File: config.mk
export PLATFORM = sky130hd
export DESIGN_NAME = float32_add_sub_truncating_unit
export DESIGN_NICKNAME = d
export VERILOG_FILES = /design/src/rtl/fas_pkg.sv /design/src/rtl/fas_align.sv /design/src/rtl/fas_addsub.sv /design/src/rtl/fas_lzc.sv /design/src/rtl/float32_add_sub_truncating_unit.sv
export SDC_FILE = /design/constraint.sdc
export NUM_CORES = 1
export LEC_CHECK = 0
export ABC_AREA = 0
export BUFFER_PORTS_ARGS = -buffer_cell sky130_fd_sc_hd__buf_2
export CORE_MARGIN = 2
export CORE_UTILIZATION = 35
export CTS_BUF_LIST = sky130_fd_sc_hd__clkbuf_2
export CTS_CLUSTER_SIZE = 24
export DETAILED_ROUTE_END_ITERATION = 6
export SETUP_SLACK_MARGIN = 0.02
export SYNTH_ARGS = -nofsm -noshare
export SYNTH_HDL_FRONTEND = slang
export SYNTH_SLANG_ARGS = --single-unit
File: constraint.sdc
create_clock -name aclk -period 6.6 [get_ports aclk]
set_input_delay 0.33 -clock aclk [delete_from_list [all_inputs] [get_ports aclk]]
set_output_delay 0.33 -clock aclk [all_outputs]
set_load 0.05 [all_outputs]
File: src/rtl/fas_pkg.sv
// shared types and constants for the float32 add/subtract pipeline
`default_nettype none
package fas_pkg;
    localparam logic [31:0] SIGN_MASK  = 32'h8000_0000;
    localparam logic [31:0] MANT_FIELD = 32'h3FFF_FF80;
    localparam logic [31:0] HIDDEN_ONE = 32'h4000_0000;
    localparam int          LZ_W       = 5;

    localparam logic REQ_ADD = 1'b0;
    localparam logic REQ_SUB = 1'b1;

    // aligned operands
    typedef struct packed {
        logic               req_sub;
        logic               bypass;
        logic [31:0]        bypass_bits;
        logic signed [31:0] frac_a;
        logic signed [31:0] frac_b;
        logic [7:0]         exp_max;
    } align_t;

    // raw signed sum
    typedef struct packed {
        logic               bypass;
        logic [31:0]        bypass_bits;
        logic signed [31:0] sum;
        logic [7:0]         exp_max;
    } sum_t;

    // magnitude with leading zero count
    typedef struct packed {
        logic             bypass;
        logic [31:0]      bypass_bits;
        logic             is_zero;
        logic             sign;
        logic [30:0]      mag;
        logic [LZ_W-1:0]  lz;
        logic [7:0]       exp_max;
    } norm_t;
endpackage
`default_nettype wire

File: src/rtl/fas_align.sv
// stage 1: zero detect, unpack, exponent compare and alignment shift
`default_nettype none
module fas_align
    import fas_pkg::*;
(
    input  wire logic        aclk,
    input  wire logic        aresetn,
    input  wire logic        in_valid,
    output logic             in_ready,
    input  wire logic        req_type,
    input  wire logic [31:0] operand_a,
    input  wire logic [31:0] operand_b,
    output logic             out_valid,
    input  wire logic        out_ready,
    output align_t           out_data
);
    logic   valid_reg, valid_next;
    align_t data_reg, data_next;

    logic               a_zero, b_zero;
    logic signed [31:0] fa, fb;
    logic [7:0]         ea, eb;
    logic [8:0]         diff;
    logic [7:0]         exp_gap;
    logic [4:0]         sh;

    always_comb begin
        a_zero = (operand_a & ~SIGN_MASK) == 32'd0;
        b_zero = (operand_b & ~SIGN_MASK) == 32'd0;
        fa = ((operand_a << 7) & MANT_FIELD) | HIDDEN_ONE;
        fb = ((operand_b << 7) & MANT_FIELD) | HIDDEN_ONE;
        if (operand_a[31]) begin
            fa = -fa;
        end
        if (operand_b[31]) begin
            fb = -fb;
        end
        ea      = operand_a[30:23];
        eb      = operand_b[30:23];
        diff    = {1'b0, ea} - {1'b0, eb};
        exp_gap = diff[8] ? (eb - ea) : (ea - eb);
        sh      = (exp_gap > 8'd31) ? 5'd31 : exp_gap[4:0];

        data_next.req_sub     = req_type;
        data_next.bypass      = a_zero || b_zero;
        data_next.bypass_bits = 32'd0;
        if (a_zero && b_zero) begin
            data_next.bypass_bits = 32'd0;
        end else if (b_zero) begin
            data_next.bypass_bits = operand_a;
        end else if (a_zero) begin
            data_next.bypass_bits = (req_type == REQ_SUB) ? (operand_b ^ SIGN_MASK) : operand_b;
        end
        if (diff[8]) begin
            data_next.frac_a  = fa >>> sh;
            data_next.frac_b  = fb;
            data_next.exp_max = eb;
        end else begin
            data_next.frac_a  = fa;
            data_next.frac_b  = fb >>> sh;
            data_next.exp_max = ea;
        end
    end

    assign in_ready   = !valid_reg || out_ready;
    assign valid_next = in_ready ? in_valid : valid_reg;

    always_ff @(posedge aclk) begin
        if (!aresetn) begin
            valid_reg <= 1'b0;
        end else begin
            valid_reg <= valid_next;
        end
        if (in_ready && in_valid) begin
            data_reg <= data_next;
        end
    end

    assign out_valid = valid_reg;
    assign out_data  = data_reg;
endmodule
`default_nettype wire

File: src/rtl/fas_addsub.sv
// stage 2: halve both fractions and add or subtract
`default_nettype none
module fas_addsub
    import fas_pkg::*;
(
    input  wire logic   aclk,
    input  wire logic   aresetn,
    input  wire logic   in_valid,
    output logic        in_ready,
    input  wire align_t in_data,
    output logic        out_valid,
    input  wire logic   out_ready,
    output sum_t        out_data
);
    logic valid_reg, valid_next;
    sum_t data_reg, data_next;
    logic signed [31:0] ha, hb;

    always_comb begin
        ha = in_data.frac_a >>> 1;
        hb = in_data.frac_b >>> 1;
        data_next.bypass      = in_data.bypass;
        data_next.bypass_bits = in_data.bypass_bits;
        data_next.sum         = (in_data.req_sub == REQ_SUB) ? (ha - hb) : (ha + hb);
        data_next.exp_max     = in_data.exp_max;
    end

    assign in_ready   = !valid_reg || out_ready;
    assign valid_next = in_ready ? in_valid : valid_reg;

    always_ff @(posedge aclk) begin
        if (!aresetn) begin
            valid_reg <= 1'b0;
        end else begin
            valid_reg <= valid_next;
        end
        if (in_ready && in_valid) begin
            data_reg <= data_next;
        end
    end

    assign out_valid = valid_reg;
    assign out_data  = data_reg;
endmodule
`default_nettype wire

File: src/rtl/fas_lzc.sv
// stage 3: sign and magnitude, leading zero count below bit 30
`default_nettype none
module fas_lzc
    import fas_pkg::*;
(
    input  wire logic aclk,
    input  wire logic aresetn,
    input  wire logic in_valid,
    output logic      in_ready,
    input  wire sum_t in_data,
    output logic      out_valid,
    input  wire logic out_ready,
    output norm_t     out_data
);
    logic        valid_reg, valid_next;
    norm_t       data_reg, data_next;
    logic [31:0] mag_full;
    logic [LZ_W-1:0] lz;

    always_comb begin
        mag_full = in_data.sum[31] ? (32'd0 - in_data.sum) : in_data.sum;
        lz = '0;
        // highest set bit wins
        for (int i = 0; i < 31; i++) begin
            if (mag_full[i]) begin
                lz = LZ_W'(30 - i);
            end
        end
        data_next.bypass      = in_data.bypass;
        data_next.bypass_bits = in_data.bypass_bits;
        data_next.is_zero     = in_data.sum == 32'sd0;
        data_next.sign        = in_data.sum[31];
        data_next.mag         = mag_full[30:0];
        data_next.lz          = lz;
        data_next.exp_max     = in_data.exp_max;
    end

    assign in_ready   = !valid_reg || out_ready;
    assign valid_next = in_ready ? in_valid : valid_reg;

    always_ff @(posedge aclk) begin
        if (!aresetn) begin
            valid_reg <= 1'b0;
        end else begin
            valid_reg <= valid_next;
        end
        if (in_ready && in_valid) begin
            data_reg <= data_next;
        end
    end

    assign out_valid = valid_reg;
    assign out_data  = data_reg;
endmodule
`default_nettype wire

File: src/rtl/float32_add_sub_truncating_unit.sv
// float32 add/subtract pipeline top: stages and final normalize/pack register
// path: stage 1, stage 2 and stage 3 registers, then the output register, before m_valid rises (four registers)
// throughput: one item per cycle while m_ready stays high, each stage reloads in the cycle its item moves on
// each stage holds while its successor stalls, so backpressure loses nothing
// reset: synchronous active-low aresetn clears all stage valid bits
`default_nettype none
module float32_add_sub_truncating_unit
    import fas_pkg::*;
(
    input  wire logic        aclk,
    input  wire logic        aresetn,
    input  wire logic        s_valid,
    output logic             s_ready,
    input  wire logic        s_req_type,
    input  wire logic [31:0] s_operand_a,
    input  wire logic [31:0] s_operand_b,
    output logic             m_valid,
    input  wire logic        m_ready,
    output logic [31:0]      m_sum_bits
);
    logic   v1, r1, v2, r2, v3, r3;
    align_t d1;
    sum_t   d2;
    norm_t  d3;

    fas_align u_align (
        .aclk(aclk), .aresetn(aresetn),
        .in_valid(s_valid), .in_ready(s_ready),
        .req_type(s_req_type), .operand_a(s_operand_a), .operand_b(s_operand_b),
        .out_valid(v1), .out_ready(r1), .out_data(d1)
    );

    fas_addsub u_addsub (
        .aclk(aclk), .aresetn(aresetn),
        .in_valid(v1), .in_ready(r1), .in_data(d1),
        .out_valid(v2), .out_ready(r2), .out_data(d2)
    );

    fas_lzc u_lzc (
        .aclk(aclk), .aresetn(aresetn),
        .in_valid(v2), .in_ready(r2), .in_data(d2),
        .out_valid(v3), .out_ready(r3), .out_data(d3)
    );

    logic        valid_reg, valid_next;
    logic [31:0] sum_reg, sum_next;
    logic [30:0] shifted;
    logic [7:0]  exp_out;

    always_comb begin
        shifted = d3.mag << d3.lz;
        // biased exponent: larger field plus one for the halving, minus shift, wraps
        exp_out = d3.exp_max + 8'd1 - {{(8 - LZ_W){1'b0}}, d3.lz};
        if (d3.bypass) begin
            sum_next = d3.bypass_bits;
        end else if (d3.is_zero) begin
            sum_next = 32'd0;
        end else begin
            sum_next = {d3.sign, exp_out, shifted[29:7]};
        end
    end

    assign r3         = !valid_reg || m_ready;
    assign valid_next = r3 ? v3 : valid_reg;

    always_ff @(posedge aclk) begin
        if (!aresetn) begin
            valid_reg <= 1'b0;
        end else begin
            valid_reg <= valid_next;
        end
        if (r3 && v3) begin
            sum_reg <= sum_next;
        end
    end

    assign m_valid    = valid_reg;
    assign m_sum_bits = sum_reg;

    a_reset_empty: assert property (@(posedge aclk) !aresetn |=> !m_valid)
        else $error("result valid after reset");
    a_full_when_blocked: assert property (@(posedge aclk) disable iff (!aresetn)
        !s_ready |-> (v1 && v2 && v3 && m_valid))
        else $error("input blocked while pipeline has a bubble");
    a_norm_bit: assert property (@(posedge aclk) disable iff (!aresetn)
        (v3 && !d3.bypass && !d3.is_zero) |-> shifted[30])
        else $error("normalized magnitude lacks leading one");
    a_stall_holds: assert property (@(posedge aclk) disable iff (!aresetn)
        (v3 && !r3) |=> v3)
        else $error("stage 3 item lost during stall");
endmodule
`default_nettype wire

==> impl_metrics.json, run 1 <==
{
  "yosys.area.top_type": "edfxtp_1",
  "worstPathArrival_ns": 5.57,
  "gr-total-overflow": 0,
  "power.switching_mw": 2.35,
  "drtIter0Drc": 1868,
  "required_ns": 7.26,
  "hpwl_um": 54800,
  "routedWlPerCell_um": 23.5,
  "synthFlopType": "edfxtp_1",
  "track_usage_pct": 23.9,
  "clock_skew_ns": 0.101,
  "seq_area_um2": 8700,
  "timing.fmax_ghz": 0.203,
  "drv_cap": 0,
  "fin_ws_ns": 1.68,
  "p_clk_share_pct": 21.3,
  "top_usage_layer": "met2",
  "cts_tree": "done",
  "finalPower_mw": 5.92,
  "critPathMaxFanout": 21,
  "grt_pass1_vias": 18100,
  "cts_resized": 0,
  "ant_nets": 0,
  "coreArea_um2": 58800,
  "post_dp_cell_area_um2": 22000,
  "synth.avg_cell_area_um2": 9.81,
  "rr_worst_depth": 17,
  "die-height_um": 247,
  "design_area_um2": 23500,
  "grt_use_met1_pct": 31.7,
  "ys_seq_area_share_pct": 42.0,
  "wl_um": 72700,
  "p_int_mw": 3.58,
  "status": "complete, no violations",
  "pre_cts_ws_ns": 1.38,
  "pin_count": 103,
  "slew_viol_final": 0,
  "hold_depth": 3,
  "tns_ns": 0,
  "start_kind": "input pin",
  "fin_crit_sh_pct": 74.5,
  "fp.dieW_um": 247,
  "numPortBuffers": 102,
  "finalHoldViolations": 0,
  "syn-cell-area_um2": 20700,
  "min_from": "aresetn",
  "synth-seq-cells": 291,
  "clk_latency_ns": 1.00,
  "grt.met3_usage_pct": 5.46,
  "p_leak_nw": 8.66,
  "ys_async_sr_fraction_pct": 0,
  "synthesis.nets": 2246,
  "seqPwrFrac_pct": 40.7,
  "htree_levels": 3,
  "first_pass_iters": 7,
  "vdd.ir_drop.worst_v": 0.000110,
  "initial_core_util_pct": 35.2,
  "clock-sinks": 291,
  "power_density_nw_per_um2": 252,
  "drc": 0,
  "period_needed_ns": 4.92,
  "root_buffer": "clkbuf_2",
  "swShare_pct": 39.6,
  "num_rows": 89,
  "setup_viol": 0,
  "hp-class": "in2reg",
  "synth-edff-count": 287,
  "yosysUniqueCellTypes": 102,
  "synth-warning-count": 0,
  "grt_max_degree": 79,
  "clockBufferDepth": 3,
  "routabilityCongestion": 0.970,
  "cts.clk_slew.worst_paths_ns": 0.09,
  "die_area_um2": 61100,
  "drive_gt1_share_pct": 15.5,
  "rr_startpoint": "u_align.out_data[11]",
  "met2_usage_pct": 37.5,
  "final_common_cell": "edfxtp_1",
  "relSlewSlack_pct": 15.1,
  "r2r_slack_ns": 1.77,
  "rsz0062_at_grt": "no",
  "crit_type": "in2reg",
  "via_per_inst": 5.87,
  "antenna_found_initial": 4,
  "end_kind": "register",
  "worst_pin_slew_ns": 1.26,
  "final_cell_mix": "edfxtp_1 (287), nand2_1 (181), nor2_1 (151), a21oi_1 (135), o21ai_0 (108)",
  "nets": 2409,
  "synth_top_area_share_pct": 41.6,
  "vias": 18200,
  "fillers": 5872,
  "r2r_end": "u_addsub.out_data[39]",
  "grt_pass1_wl_um": 111000,
  "p_comb_share_pct": 38.0,
  "min_to": "u_addsub.out_valid",
  "cts_made_buffers": 77,
  "syn_inst": 2111,
  "syn2layout_area_growth_pct": 13.4,
  "synth_area_leaders": "edfxtp_1 (42%), xnor2_1 (3.9%), mux2i_1 (3.8%), ha_1 (3.7%), nand2_1 (3.3%)",
  "multi_input_area_um2": 11200
}
metrics by stage:
| stage | std cells | hold slack (ns) | util [%] |
|---|---|---|---|
| after global placement | 2888 | 0.400 | 37.4 |
| after CTS | 3097 | 0.0225 | 39.9 |
| after floorplan | 2111 | 0.400 | - |
| final | 3100 | 0.147 | 39.9 |
| after detailed placement | 2888 | 0.405 | 37.4 |
| after global routing | 3100 | 0.0686 | 39.9 |
repair_timing:
| action | CTS | global route |
|---|---|---|
| endpoints found under the hold margin | 98 | 0 |
| setup buffers | 0 | 0 |
| setup endpoints to repair | 0 | 0 |
| hold buffers | 80 | 0 |
sequential cells by signal (all words and copies together), names as in the netlist:
signal,count
u_align.out_data,104
u_lzc.out_data,78
u_addsub.out_data,73
m_sum_bits,32
m_valid,1
u_addsub.out_valid,1
u_align.out_valid,1
u_lzc.out_valid,1
worst max-delay path, stage by stage:
cell and delay [ns]:
dlygate4sd3_1 0.54, buf_2 0.14, inv_1 0.08, ha_2 0.20, inv_1 0.06, fa_1 0.40, a211o_1 0.34, a21o_1 0.22
nand2_1 0.27, buf_4 0.38, mux2i_4 0.60, nor2_1 0.44, o31ai_1 0.29, o311ai_0 0.31, a22oi_1 0.39, mux2i_1 0.13
a221oi_1 0.45
final cells by class:
cell class / instances / area share, %
clock inverter: 26 / 0.773
clock buffer: 103 / 2.20
tap: 773 / 4.12
sequential: 291 / 37.0
inverter: 65 / 1.04
timing repair buffer: 230 / 7.12
antenna: 3 / 0.0320
multi-input combinational: 1609 / 47.7
routing by layer:
layer | wire length [um] | up-vias
met5 | 0 | -
met4 | 2920 | 0
met3 | 5660 | 176
met2 | 32600 | 814
met1 | 31500 | 8751
li1 | - | 8455
power groups by stage:
stage,Combinational (mW),Sequential [mW],Clock [mW]
5_1_grt,2.44,2.43,1.40
2_1_floorplan,1.51,2.39,0
3_5_place_dp,2.16,2.45,0
4_1_cts,2.20,2.41,1.31
6_report,2.25,2.41,1.26
3_3_place_gp,2.14,2.45,0
kinds of logic after synthesis:
group | count (synthesis) | synth area share, %
AO/OA/AOI/OAI | 675 | 23.2
XOR/XNOR | 148 | 6.37
adder cells (fa/ha/maj) | 66 | 4.13
multiplexers | 104 | 5.58
flip-flops | 291 | 42.0
AND/OR/NAND/NOR | 616 | 14.6
buffers and inverters | 211 | 4.17
synthesized netlist by cell type (36+ instances only):
cell type and instances:
a21oi_1 135, a211oi_1 36, ha_1 62, nand3_1 49, edfxtp_1 287, inv_1 61
xor2_1 52, nor3_1 55, nor2_1 151, clkbuf_1 94, o31ai_1 37, xnor2_1 93
o21a_1 43, o21ai_0 108, nand2_1 181, mux2i_1 78
worst max-delay path by stage:
stage	from	to	slack, ns	cells past startpoint
floorplan	m_valid	u_lzc.out_data[0]	1.64	2
global placement	s_operand_a[23]	u_align.out_data[54]	1.48	16
detailed placement	s_operand_a[23]	u_align.out_data[54]	1.38	16
CTS	u_align.out_data[11]	u_addsub.out_data[39]	1.84	17
global route	u_align.out_data[11]	u_addsub.out_data[39]	1.29	17
finish	s_operand_a[23]	u_align.out_data[54]	1.68	17
(Power assumes the default switching activity.)
==> inputs of run 2 (changes only) <==
Clock period 6.6 ns to 4.8 ns, I/O delays scaled along.
==> run 2 against run 1 <==
  * Non-clock buffer count grew 42
  * Count of clock-buffer cells in the layout shrank 5
  * Core utilization grew 0.75 points
  * Critical path type is now reg2reg
  * Critical path depth is the same
  * Die area is the same
  * Worst hold slack gained 0.021 ns
  * Clock power grew 33%
  * Register-to-register slack lost 1.3 ns
  * Wire length grew 0.33%
  * Cell area grew 1.9%
==> impl_metrics.json, run 2 (same netlist as run 1, synthesis figures left out) <==
{
  "status": "complete, no violations",
  "setup_viol": 0,
  "power_density_nw_per_um2": 339,
  "post_cts.repair.setup_buffers": 0,
  "cts_made_buffers": 78,
  "hp-class": "in2reg",
  "hpwl_um": 54700,
  "via_per_inst": 5.85,
  "rsz0062_at_grt": "no",
  "design_area_um2": 23900,
  "tns_ns": 0,
  "die-height_um": 247,
  "grt_pass1_vias": 17700,
  "fin_crit_sh_pct": 91.1,
  "clock_skew_ns": 0.0952,
  "antenna_found_initial": 6,
  "critPathMaxFanout": 4,
  "startpoint": "u_align.out_data[11]",
  "grt_max_degree": 105,
  "slowest_stage": "edfxtp_1",
  "path_cells": "or3_1, nor3_1, nor3b_2, buf_4, a21oi_1, xnor2_1, ha_1, o21a_1, o21ai_0, a21oi_1, and3_1, a211o_1, o31ai_1, a31oi_1, nor3_1, o31ai_1, xor2_1",
  "path_buf_inv": 1,
  "cp_top_family": "compound AO/OA/AOI/OAI gates",
  "num_rows": 89,
  "post_dp_cell_area_um2": 22300,
  "fp.dieW_um": 247,
  "routedWlPerCell_um": 23.3,
  "vdd.ir_drop.worst_v": 0.000149,
  "cts.clk_slew.worst_paths_ns": 0.10,
  "worst_pin_slew_ns": 1.11,
  "clock-sinks": 291,
  "numPortBuffers": 102,
  "die_area_um2": 61100,
  "drc": 0,
  "start_kind": "register",
  "timing.fmax_ghz": 0.229,
  "relSlewSlack_pct": 25.5,
  "routabilityCongestion": 0.967,
  "track_usage_pct": 23.6,
  "syn2layout_area_growth_pct": 15.6,
  "clk_latency_ns": 1.03,
  "ant_nets": 0,
  "finalHoldViolations": 0,
  "period_needed_ns": 4.38,
  "final_common_cell": "edfxtp_1",
  "min_from": "s_operand_a[4]",
  "grt_pass1_wl_um": 109000,
  "coreArea_um2": 58800,
  "wl_um": 73000,
  "root_buffer": "clkbuf_2",
  "largest_reg_flops": 104,
  "end_kind": "register",
  "nets": 2452,
  "crit_type": "reg2reg",
  "final_cell_mix": "edfxtp_1 (287), nand2_1 (181), nor2_1 (151), a21oi_1 (134), o21ai_0 (108)",
  "gr-total-overflow": 0,
  "cts_tree": "done",
  "clockBufferDepth": 3,
  "worstPathArrival_ns": 5.13,
  "required_ns": 5.55,
  "hold_ws_ns": 0.168,
  "pin_count": 103,
  "vias": 18300,
  "rr_startpoint": "u_align.out_data[11]",
  "drtIter0Drc": 1718,
  "final_util_pct": 40.7,
  "critPathMaxStageDelay_ns": 0.44,
  "p_leak_nw": 8.87,
  "drv_cap": 0,
  "htree_levels": 3,
  "slew_viol_final": 0,
  "first_pass_iters": 6,
  "initial_core_util_pct": 35.2,
  "drive_gt1_share_pct": 16.5
}
## run 2: cell count changes in the layout (fill, tap and decap cells not counted), moves of 4 or more
| cell | before | now |
|---|---|---|
| buf_4 | 48 | 66 |
| dlygate4sd3_1 | 80 | 95 |
| buf_12 | 0 | 9 |
| clkbuf_2 | 103 | 98 |
| clkinv_1 | 16 | 11 |
| clkinv_2 | 3 | 7 |
## run 2: worst paths after layout
kind,endpoint,slack [ns],depth (start not counted)
hold / removal,u_align.out_data[51],0.17,4
setup reg to reg,u_addsub.out_data[38],0.42,17
setup / recovery,u_addsub.out_data[38],0.42,17
hold reg to reg,u_addsub.out_data[52],0.33,0
## run 2: where the power goes
part / switching [mW] / total (mW) / internal (mW)
Sequential: 0.186 / 3.30 / 3.12
Clock: 1.04 / 1.67 / 0.627
Combinational: 1.98 / 3.13 / 1.16
## run 2: per-stage QoR
step	total power, mW	cells	setup slack (ns)
after global routing	8.58	3133	0.0691
after CTS	8.12	3132	0.312
final	8.11	3136	0.425
after floorplan	5.36	2111	0.0949
after detailed placement	6.36	2915	0.167
after global placement	6.34	2915	0.245
## run 2: routing by layer
metal	share of wire, %	global-route usage, %	vias to the layer above
met2	46	37.7	779
li1	-	-	8547
met3	7.6	5.05	170
met5	0	0	-
met1	43	30.8	8844
met4	4.2	10.5	0
## run 2: what timing repair did
item                                    in CTS  in global routing
resized for setup                            0                  6
endpoints found under the setup margin       0                  3
hold buffers                                95                  0
hold endpoints to repair                   200                  0
## run 2: layout make-up
type / count / area [um2]
Sequential cell: 291 / 8700
Tap cell: 773 / 967
Clock inverter: 24 / 158
Fill cell: 5827 / 34900
Inverter: 65 / 244
Clock buffer: 98 / 490
Multi-Input combinational cell: 1609 / 11200
Timing Repair Buffer: 272 / 2140
Antenna cell: 4 / 10.0
## run 2: tightest hold or removal path: cells and delay by family
| kind | cells | cell delay [ns] |
|---|---|---|
| buffers and inverters | 1 | 0.21 |
| XOR/XNOR | 1 | 0.28 |
| AO/OA/AOI/OAI | 2 | 0.25 |
==> inputs of run 3 (changes only) <==
Settings changed: PLACE_DENSITY from default to 0.59.
Clock period 4.8 ns to 3.7 ns, I/O delays scaled along.
==> run 3 against run 2 <==
  * The run now ends with negative setup slack left
  * Critical path depth is the same
  * Core utilization grew 7.0 points
  * Die area is the same
  * Largest cell class unchanged
  * Highest routed layer unchanged
==> impl_metrics.json, run 3 (same netlist as run 1, synthesis figures left out) <==
{
  "hold_ws_ns": 0.176,
  "cts_made_buffers": 78,
  "grt_pass1_wl_um": 119000,
  "grt_max_degree": 89,
  "p_clk_share_pct": 19.0,
  "cts_tree": "done",
  "syn2layout_area_growth_pct": 35.6,
  "coreArea_um2": 58800,
  "status": "finished with violations",
  "drc": 0,
  "wl_um": 79500,
  "clk_latency_ns": 0.99,
  "swShare_pct": 37.8,
  "pin_count": 103,
  "vdd.ir_drop.worst_v": 0.000218,
  "end_kind": "register",
  "nets": 2888,
  "worstPathArrival_ns": 4.59,
  "p_int_mw": 7.53,
  "power_density_nw_per_um2": 431,
  "clock_skew_ns": 0.106,
  "relSlewSlack_pct": 37.6,
  "via_per_inst": 5.58,
  "r2r_slack_ns": -0.23,
  "htree_levels": 3,
  "fin_crit_sh_pct": 106,
  "drv_cap": 0,
  "die-height_um": 247,
  "hpwl_um": 61600,
  "routedWlPerCell_um": 22.2,
  "first_pass_iters": 6,
  "num_rows": 89,
  "finalHoldViolations": 0,
  "seq_area_um2": 8700,
  "final_common_cell": "buf_4",
  "p_comb_share_pct": 45.6,
  "hp-class": "in2reg",
  "grt_pass1_vias": 19800,
  "clock-sinks": 291,
  "root_buffer": "clkbuf_2",
  "ant_nets": 0,
  "rsz0062_at_grt": "yes",
  "setup_viol": 14,
  "largest_reg_flops": 104,
  "drtIter0Drc": 1512,
  "worst_pin_slew_ns": 0.936,
  "crit_type": "reg2reg",
  "start_kind": "register",
  "fin_ws_ns": -0.232,
  "gr-total-overflow": 0,
  "period_needed_ns": 3.93,
  "routabilityCongestion": 0.987,
  "vias": 20000,
  "clockBufferDepth": 3,
  "multi_input_area_um2": 11800,
  "failed_checks": "negative setup slack",
  "antenna_found_initial": 6,
  "die_area_um2": 61100,
  "initial_core_util_pct": 35.2,
  "numPortBuffers": 102,
  "pre_cts_ws_ns": -0.632,
  "track_usage_pct": 25.8,
  "slew_viol_final": 0,
  "final_cell_mix": "buf_4 (481), edfxtp_1 (287), nand2_1 (178), nor2_1 (144), a21oi_1 (125)",
  "timing.fmax_ghz": 0.254,
  "power.switching_mw": 4.58,
  "fp.dieW_um": 247,
  "critPathMaxFanout": 3,
  "fillers": 5519,
  "p_leak_nw": 11.2,
  "cts.clk_slew.worst_paths_ns": 0.10,
  "required_ns": 4.36,
  "drive_gt1_share_pct": 32.9,
  "seqPwrFrac_pct": 35.4
}
==> run 3: cell count changes in the layout (fill, tap and decap cells not counted), moves of 8 or more <==
cell and delta:
a21oi_1 -9, a221oi_2 +8, nor3_1 -9, a221oi_1 -8, buf_12 +12, nor3_2 +8, a21oi_2 +8, buf_4 +415
==> run 3: worst max-delay path: stages (launching register included) <==
cell and delay [ns]:
edfxtp_1 0.44, or3_4 0.43, nor3_4 0.14, nor3b_4 0.24, buf_4 0.15, a21oi_2 0.05, xnor2_1 0.16, ha_1 0.27
o21a_1 0.19, o21ai_2 0.20, a21oi_2 0.09, and3_1 0.16, a211o_1 0.32, o31ai_4 0.27, a31oi_2 0.14, nor3_2 0.17
o31ai_2 0.08, xor2_1 0.14
==> run 3: cell type report <==
type,count,area share (%)
Antenna cell,6,0.0535
Clock buffer,102,1.82
Clock inverter,32,0.807
Inverter,65,0.869
Multi-Input combinational cell,1609,42.0
Sequential cell,291,31.0
Tap cell,773,3.45
Timing Repair Buffer,708,20.0
==> run 3: stage by stage <==
stage / cell area [um2] / cells / power (mW) / utilization, % / setup TNS (ns)
after floorplan: 20700 / 2111 / 6.96 / - / -0.181
after global placement: 25400 / 3304 / 9.23 / 43.1 / -23.19
after detailed placement: 25400 / 3304 / 9.26 / 43.1 / -26.28
after CTS: 27400 / 3557 / 11.8 / 46.6 / -1.04
after global routing: 28100 / 3583 / 12.8 / 47.7 / -3.47
final: 28100 / 3586 / 12.1 / 47.7 / -1.45
==> run 3: repair_timing <==
action,CTS,global route
gates cloned,0,1
pin swaps,26,27
buffers inserted,24,24
gates resized for setup,36,98
hold buffers,96,0
endpoints found under the hold margin,169,0
setup endpoints to repair,11,80
==> run 3: path summary, 6_finish.rpt <==
check                       startpoint                     to  cells after the start
setup / recovery  u_align.out_data[10]  u_addsub.out_data[38]                     17
hold / removal          s_operand_a[2]   u_align.out_data[49]                      5
hold reg to reg   u_align.out_data[77]  u_addsub.out_data[45]                      0
setup reg to reg  u_align.out_data[10]  u_addsub.out_data[38]                     17
==> run 3: power by group through the flow <==
stage | Clock (mW) | Sequential, mW | Combinational [mW]
after floorplan | 0 | 4.25 | 2.71
after global placement | 0 | 4.34 | 4.89
after detailed placement | 0 | 4.35 | 4.91
after CTS | 2.39 | 4.28 | 5.14
after global routing | 2.57 | 4.31 | 5.92
final | 2.30 | 4.28 | 5.52
==> run 3: metal layers <==
metal  vias up  GRT usage (%)  share of wire, %
li1       9416              -                 -
met1      9733           33.5                42
met2       715           43.4                48
met3       141           4.48               6.5
met4         0           8.77               3.1
met5         -              0                 0
